### src/rtl/lob_pkg.sv
// Shared types, codes and sizes of the limit order book matcher.
// Depends on nothing; used by lob_table and limit_order_book_matcher.
package lob_pkg;

	localparam int LOB_MAX_ORDERS = 32;
	localparam int CNT_W          = 6;
	localparam int SUM_W          = 32 + CNT_W;

	localparam logic [1:0] CMD_ADD    = 2'd0;
	localparam logic [1:0] CMD_CANCEL = 2'd1;
	localparam logic [1:0] CMD_MODIFY = 2'd2;
	localparam logic [1:0] CMD_EOD    = 2'd3;

	localparam logic [2:0] TYPE_GTC = 3'd0;
	localparam logic [2:0] TYPE_FAK = 3'd1;
	localparam logic [2:0] TYPE_FOK = 3'd2;
	localparam logic [2:0] TYPE_GFD = 3'd3;
	localparam logic [2:0] TYPE_MKT = 3'd4;

	localparam logic [2:0] STS_OK    = 3'd0;
	localparam logic [2:0] STS_DUP   = 3'd1;
	localparam logic [2:0] STS_NOLIQ = 3'd2;
	localparam logic [2:0] STS_CROSS = 3'd3;
	localparam logic [2:0] STS_FILL  = 3'd4;
	localparam logic [2:0] STS_FULL  = 3'd5;
	localparam logic [2:0] STS_UNK   = 3'd6;

	localparam logic KIND_TRADE  = 1'b0;
	localparam logic KIND_STATUS = 1'b1;

	localparam logic SIDE_BUY = 1'b0;

	localparam logic [CNT_W-1:0] TRADE_CAP = CNT_W'(63);

	typedef struct packed {
		logic [1:0]         cmd;
		logic [31:0]        order_id;
		logic [2:0]         order_type;
		logic               side;
		logic signed [31:0] limit_price;
		logic [31:0]        order_quantity;
	} lob_req_t;

	typedef struct packed {
		logic               kind;
		logic [31:0]        bid_id;
		logic signed [31:0] bid_level;
		logic [31:0]        ask_id;
		logic signed [31:0] ask_level;
		logic [31:0]        traded_quantity;
		logic [2:0]         status;
		logic [CNT_W-1:0]   resting_count;
		logic               last;
	} lob_res_t;

	typedef struct packed {
		logic [31:0]        id;
		logic               side;
		logic signed [31:0] price;
		logic [31:0]        remaining;
		logic [2:0]         kind;
		logic [31:0]        arrival;
	} lob_entry_t;

	typedef struct packed {
		logic en_all;
		logic en_rem;
		logic en_clr;
	} lob_wr_t;

	typedef enum logic [3:0] {
		ST_IDLE, ST_FIND, ST_FDEC, ST_CHECK, ST_CDEC, ST_INSERT, ST_MSCAN,
		ST_MDEC, ST_TRD_B, ST_TRD_A, ST_FAKCUT, ST_EOD, ST_STAT
	} lob_state_t;

endpackage

### src/rtl/lob_table.sv
// Order slot table: valid bits with reset, slot fields without.
// One read port, one write port. Depends on lob_pkg.
module lob_table import lob_pkg::*; #(
	parameter int MAX_ORDERS = LOB_MAX_ORDERS,
	localparam int IW = (MAX_ORDERS > 1) ? $clog2(MAX_ORDERS) : 1
) (
	input  logic          clk,
	input  logic          arst_n,
	input  logic [IW-1:0] rd_idx,
	output logic          rd_valid,
	output lob_entry_t    rd_entry,
	input  lob_wr_t       wr,
	input  logic [IW-1:0] wr_idx,
	input  lob_entry_t    wr_entry
);

	logic       valid_q [MAX_ORDERS];
	lob_entry_t entry_q [MAX_ORDERS];

	always_ff @(posedge clk or negedge arst_n) begin
		if (!arst_n) begin
			for (int i = 0; i < MAX_ORDERS; i++) valid_q[i] <= 1'b0;
		end else begin
			if (wr.en_all) valid_q[wr_idx] <= 1'b1;
			else if (wr.en_clr) valid_q[wr_idx] <= 1'b0;
		end
	end

	always_ff @(posedge clk) begin
		if (wr.en_all) entry_q[wr_idx] <= wr_entry;
		else if (wr.en_rem) entry_q[wr_idx].remaining <= wr_entry.remaining;
	end

	assign rd_valid = valid_q[rd_idx];
	assign rd_entry = entry_q[rd_idx];

endmodule
### config.mk
export PLATFORM = sky130hd
export DESIGN_NAME = lob_table
export DESIGN_NICKNAME = d
export VERILOG_FILES = /design/src/rtl/lob_pkg.sv /design/src/rtl/lob_table.sv
export SDC_FILE = /design/constraint.sdc
export NUM_CORES = 2
export LEC_CHECK = 0
export BUFFER_PORTS_ARGS = -buffer_cell sky130_fd_sc_hd__buf_2
export CAP_MARGIN = 5
export CORE_MARGIN = 2
export CORE_UTILIZATION = 45
export DETAILED_ROUTE_END_ITERATION = 8
export SYNTH_ARGS = -nofsm -noshare
export SYNTH_HDL_FRONTEND = slang
export SYNTH_MEMORY_MAX_BITS = 65536
export SYNTH_SLANG_ARGS = --single-unit
### constraint.sdc
create_clock -name clk -period 4.4 [get_ports clk]
set_clock_uncertainty 0.15 [all_clocks]
set_input_delay 0.88 -clock clk [delete_from_list [all_inputs] [get_ports clk]]
set_output_delay 0.88 -clock clk [all_outputs]
set_load 0.02 [all_outputs]
Word level (Yosys, flattened, before mapping)
Memory sizes are Yosys's and may differ from the RTL's.
Cells that the tools add are included.
W data, S select, Z words.

storage, ports and cells
  register bits = 32
  input bits = 147
  RAM bits = 4,224
  word-level logic and storage cells = 57
  memories = 1
  output and inout port bits = 133

memory list
  memory   words  width  rd ports  clocked after memory_dff  write ports  line             text
  entry_q  32     132    1         0                         1            lob_table.sv:18  lob_entry_t entry_q [MAX_ORDERS];

operators by class
  order comparisons = 3
  multiplexer cells = 13
  bitwise gates (word level) = 6
  reductions and logical operators = 2

operators by type and width
  kind                  number
  $mux W32              3
  $and A32 B32 Y32      1
  $not A32 Y32          1
  $or A32 B32 Y32       1
  $ge A6 B6 Y1 const B  2
  $not A5 Y6            2
  $mux W1               8
  $lt A6 B1 Y1 const B  1
  $bmux W1 S5           1
  $demux W1 S5          1
  $reduce_bool A2 Y1    1
  $logic_and A1 B1 Y1   1
  $or A1 B1 Y1          1

Depth between registers and ports, before layout
  depth after elaboration = 9
  gate-level depth with buffers = 9
  mapped depth without buffers = 4

Least setup slack after synthesis
Ideal clock, no wire load.

  kind = input to register
  from = in wr_idx[4]
  to = mem entry_q[16][0] (netlist name), enable pin
  stages on the path = 5
  buffers on the path = 2
  setup slack = -0.413 ns
  data arrival time = 4.192 ns
  cells stage by stage = clkbuf_1 -> or3b_2 -> clkbuf_1 -> nor2_1 -> and2_1

RTL lines
  item             line             text
  start, declared  lob_table.sv:13  input logic [IW-1:0] wr_idx,
  end, declared    lob_table.sv:18

No word-level cell before the write port.

==> results.md <==
* Status: complete, but fails checks
* Violated checks: setup timing
* Hpwl dp at about 240000 um
* Top cells by area, synth: edfxtp_1 (80%), mux4_2 (14%), o22ai_1 (1.9%)
* Setup TNS at -0.0473 ns
* Clk pin slew, worst setup/hold paths at 0.06 ns
* WL met2 at 217000 um
* Die footprint at 0.359 mm2
* Total GRT Usage at between 20% and 30%
* Slowest-stage cell, CP: nor4_1
* Min-delay worst type: in2reg
* Max-slew violation count at 0
* Drt first pass iters at 7
* Leakage at 58.1 nW
* Syn avg cell area at 23.9 um2
* CP peak stage delay at 0.71 ns
* Power density over the cells at 463 mW/mm2
* Critical Path End: rd_entry[119]
* Antenna Nets Post-Route at 0
* Cell area after synthesis at 0.159 mm2
* Maximum clock rate at ~0.23 GHz
* Crit path buf inv count at 4
* Crit Path Category: in2out
* Sequential cell area at 0.128 mm2
* R2R Setup Slk at 3.57 ns
* Layout fillers at roughly 27000
* Worst Path Max Fanout at 19
* Area share of the largest cell type after synthesis at 79.7%
* Crit path from: rd_idx[1]
* Peak VDD IR at 496 uV
* Row count at approximately 220
* Post-route minimum period at 4.44 ns
* Sequential-to-total area share from yosys stat at 80.2%
* Max Used Layer: met5
* WL/cell at 34.3 um
* CP Depth at 7
* Mapped Cells at 6662
* Number of flip-flops in the largest register at 4224
* Syn_nets at a little under 7000
* Vias at 77589
* Initial cell density of the core at between 40% and 50%
* Setup crit start kind: input pin
* Reg with most FFs: entry_q
* Endpoints failing setup at 3
* Grt total ovfl at 0
* # DRC at 0
* CP Data Required Time at 3.37 ns
* Biggest regs: entry_q (4224)
* CP delay by family, top: buffers and inverters
* Clock latency on the worst-skew pair at between 0.9 and 1 ns
* Netlist cell types at 29
* Chip Height at 599 um
* Die X at 599 um
* Final Instance Area at 0.185 mm2
* 1st-iter DRT viols at 9799
* MaxCap Viol Count at 0
* Root buf cell: clkbuf_16
* Fin. Hold Viols at 0
* Top cell type by total area after synthesis: edfxtp_1
* Share of layout cells above drive strength 1 at between 30% and 40%
* Commonest cells after routing, fill and taps aside: edfxtp_1 (4224), mux4_2 (1024), o22ai_1 (492), clkbuf_16 (430), buf_4 (306)
* Via density at 6.15
* Worst slew margin at roughly 4.3%
* Multi-input gate area at approximately 0.03 mm2
* Worst EP arrival at 3.41 ns
* Nets at 7645
* Met1 wire length at ~170000 um
* Number of global-route vias before repair at 78261
* Yosys warning total at 0
* Final WS setup at -0.0408 ns
* Area Overhead vs Synth at 16.2%
* Cts bufs inserted at 430
* CTS tree: built
* Initial antenna violation count at 76
* H-tree depth at 5
* Routability Congestion at 0.800
* CTS max path bufs at 4
* First-pass GRT wire length at 605000 um
* Met3 routed WL at about 32000 um
* Critical Path Most Common Cell: buf_2
* Synth Register Bits at about 4300
* Fin crit share at 101%
* Setup Fix Bufs, Post-CTS at 0
* Largest net degree at the start of global routing at 72
* Placed Area at around 0.17 mm2
* Reg2reg path depth at 1
* WL final at 433000 um
* Port Buf Inserts at 279
* Commonest non-fill, non-tap cell in the layout: edfxtp_1
* Core box area at between 0.3 and 0.4 mm2
* Worst setup EP type: output port
* Worst Max-Slew Pin Slew at 1.42 ns
* IO Count at 280
* CP cell instances: buf_2 > nand3b_1 > buf_12 > buf_4 > o22ai_1 > nor4_1 > buf_2
* Clock Sinks at ~4300
==> how the worst min path moves through the flow <==
stage / start / to / slack (ns) / depth (start not counted)
6_report: wr_idx[1] / flip-flop / 0.23 / 4
4_1_cts: wr_idx[0] / flip-flop / 0.15 / 4
3_5_place_dp: flip-flop / flip-flop / 0.31 / 1
2_1_floorplan: flip-flop / flip-flop / 0.29 / 1
5_1_grt: wr_entry[126] / entry_q[20][126] / 0.22 / 1
3_3_place_gp: flip-flop / flip-flop / 0.30 / 1
==> layer usage <==
layer	vias up	GRT usage [%]
met1	42571	33.1
met3	693	3.21
li1	30789	-
met2	3520	40.2
met5	-	0
met4	16	7.25
==> kinds of logic (layout without fill, tap and decap cells) <==
group | Yosys count | in the layout | synth area share (%)
AND/OR/NAND/NOR | 339 | 339 | 1.16
buffers and inverters | 379 | 1565 | 1.35
multiplexers | 1104 | 1104 | 15.0
flip-flops | 4256 | 4256 | 80.2
other | 0 | 41 | 0
AO/OA/AOI/OAI | 584 | 584 | 2.34
==> per-stage QoR <==
step | power, mW | setup slack (ns) | hold WS, ns | utilization [%] | cells
after global placement | 50.7 | -0.483 | 0.303 | 48.5 | 11794
after detailed placement | 50.8 | -0.482 | 0.311 | 48.5 | 11795
after CTS | 86.2 | 0.0123 | 0.148 | 52.5 | 12578
after global routing | 88.0 | -0.00538 | 0.221 | 52.5 | 12592
after floorplan | 48.6 | -0.185 | 0.294 | - | 6662
final | 85.7 | -0.0408 | 0.226 | 52.5 | 12619
==> final cells by class <==
class                           count  share of cell area, %
Timing Repair Buffer              783                   4.14
Sequential cell                  4256                   69.0
Clock buffer                      511                   6.00
Multi-Input combinational cell   2027                   16.2
Tap cell                         4730                   3.20
Clock inverter                    271                   1.44
Antenna cell                       41                 0.0555
==> cells in the mapped netlist <==
| library cell | instances |
|---|---|
| edfxtp_1 | 4224 |
| mux4_2 | 1024 |
| o22ai_1 | 492 |
| buf_2 | 134 |
| clkbuf_1 | 126 |
| nor4_1 | 123 |
| mux2i_1 | 80 |
| buf_4 | 73 |
| nand2_1 | 52 |
| a22oi_1 | 40 |
| buf_6 | 37 |
| nor2_1 | 34 |
| nor3_1 | 34 |
| a21o_1 | 32 |
| dfrtp_1 | 32 |
| and2_1 | 31 |
| nand3_1 | 25 |
| a21oi_1 | 20 |
| nand4_1 | 10 |
| buf_1 | 9 |
| nor2b_1 | 6 |
| nand3b_1 | 5 |
| and3_1 | 4 |
| nand2b_1 | 4 |
| or2_2 | 4 |
| or3b_2 | 3 |
| or3_1 | 2 |
| and2_0 | 1 |
| nor2_2 | 1 |
==> what timing repair did <==
item / in CTS / in global routing
resized for setup: 12 / 4
pin swaps: 0 / 0
setup endpoints to repair: 10 / 4
hold buffers: 1 / 0
endpoints found under the hold margin: 32 / 0
==> report_power, final <==
group	switching (mW)	leakage [nW]	internal (mW)
logic	2.78	13.0	1.79
registers	0.149	38.5	45.2
clock network	15.3	6.71	20.5
(Power assumes the default switching activity.)
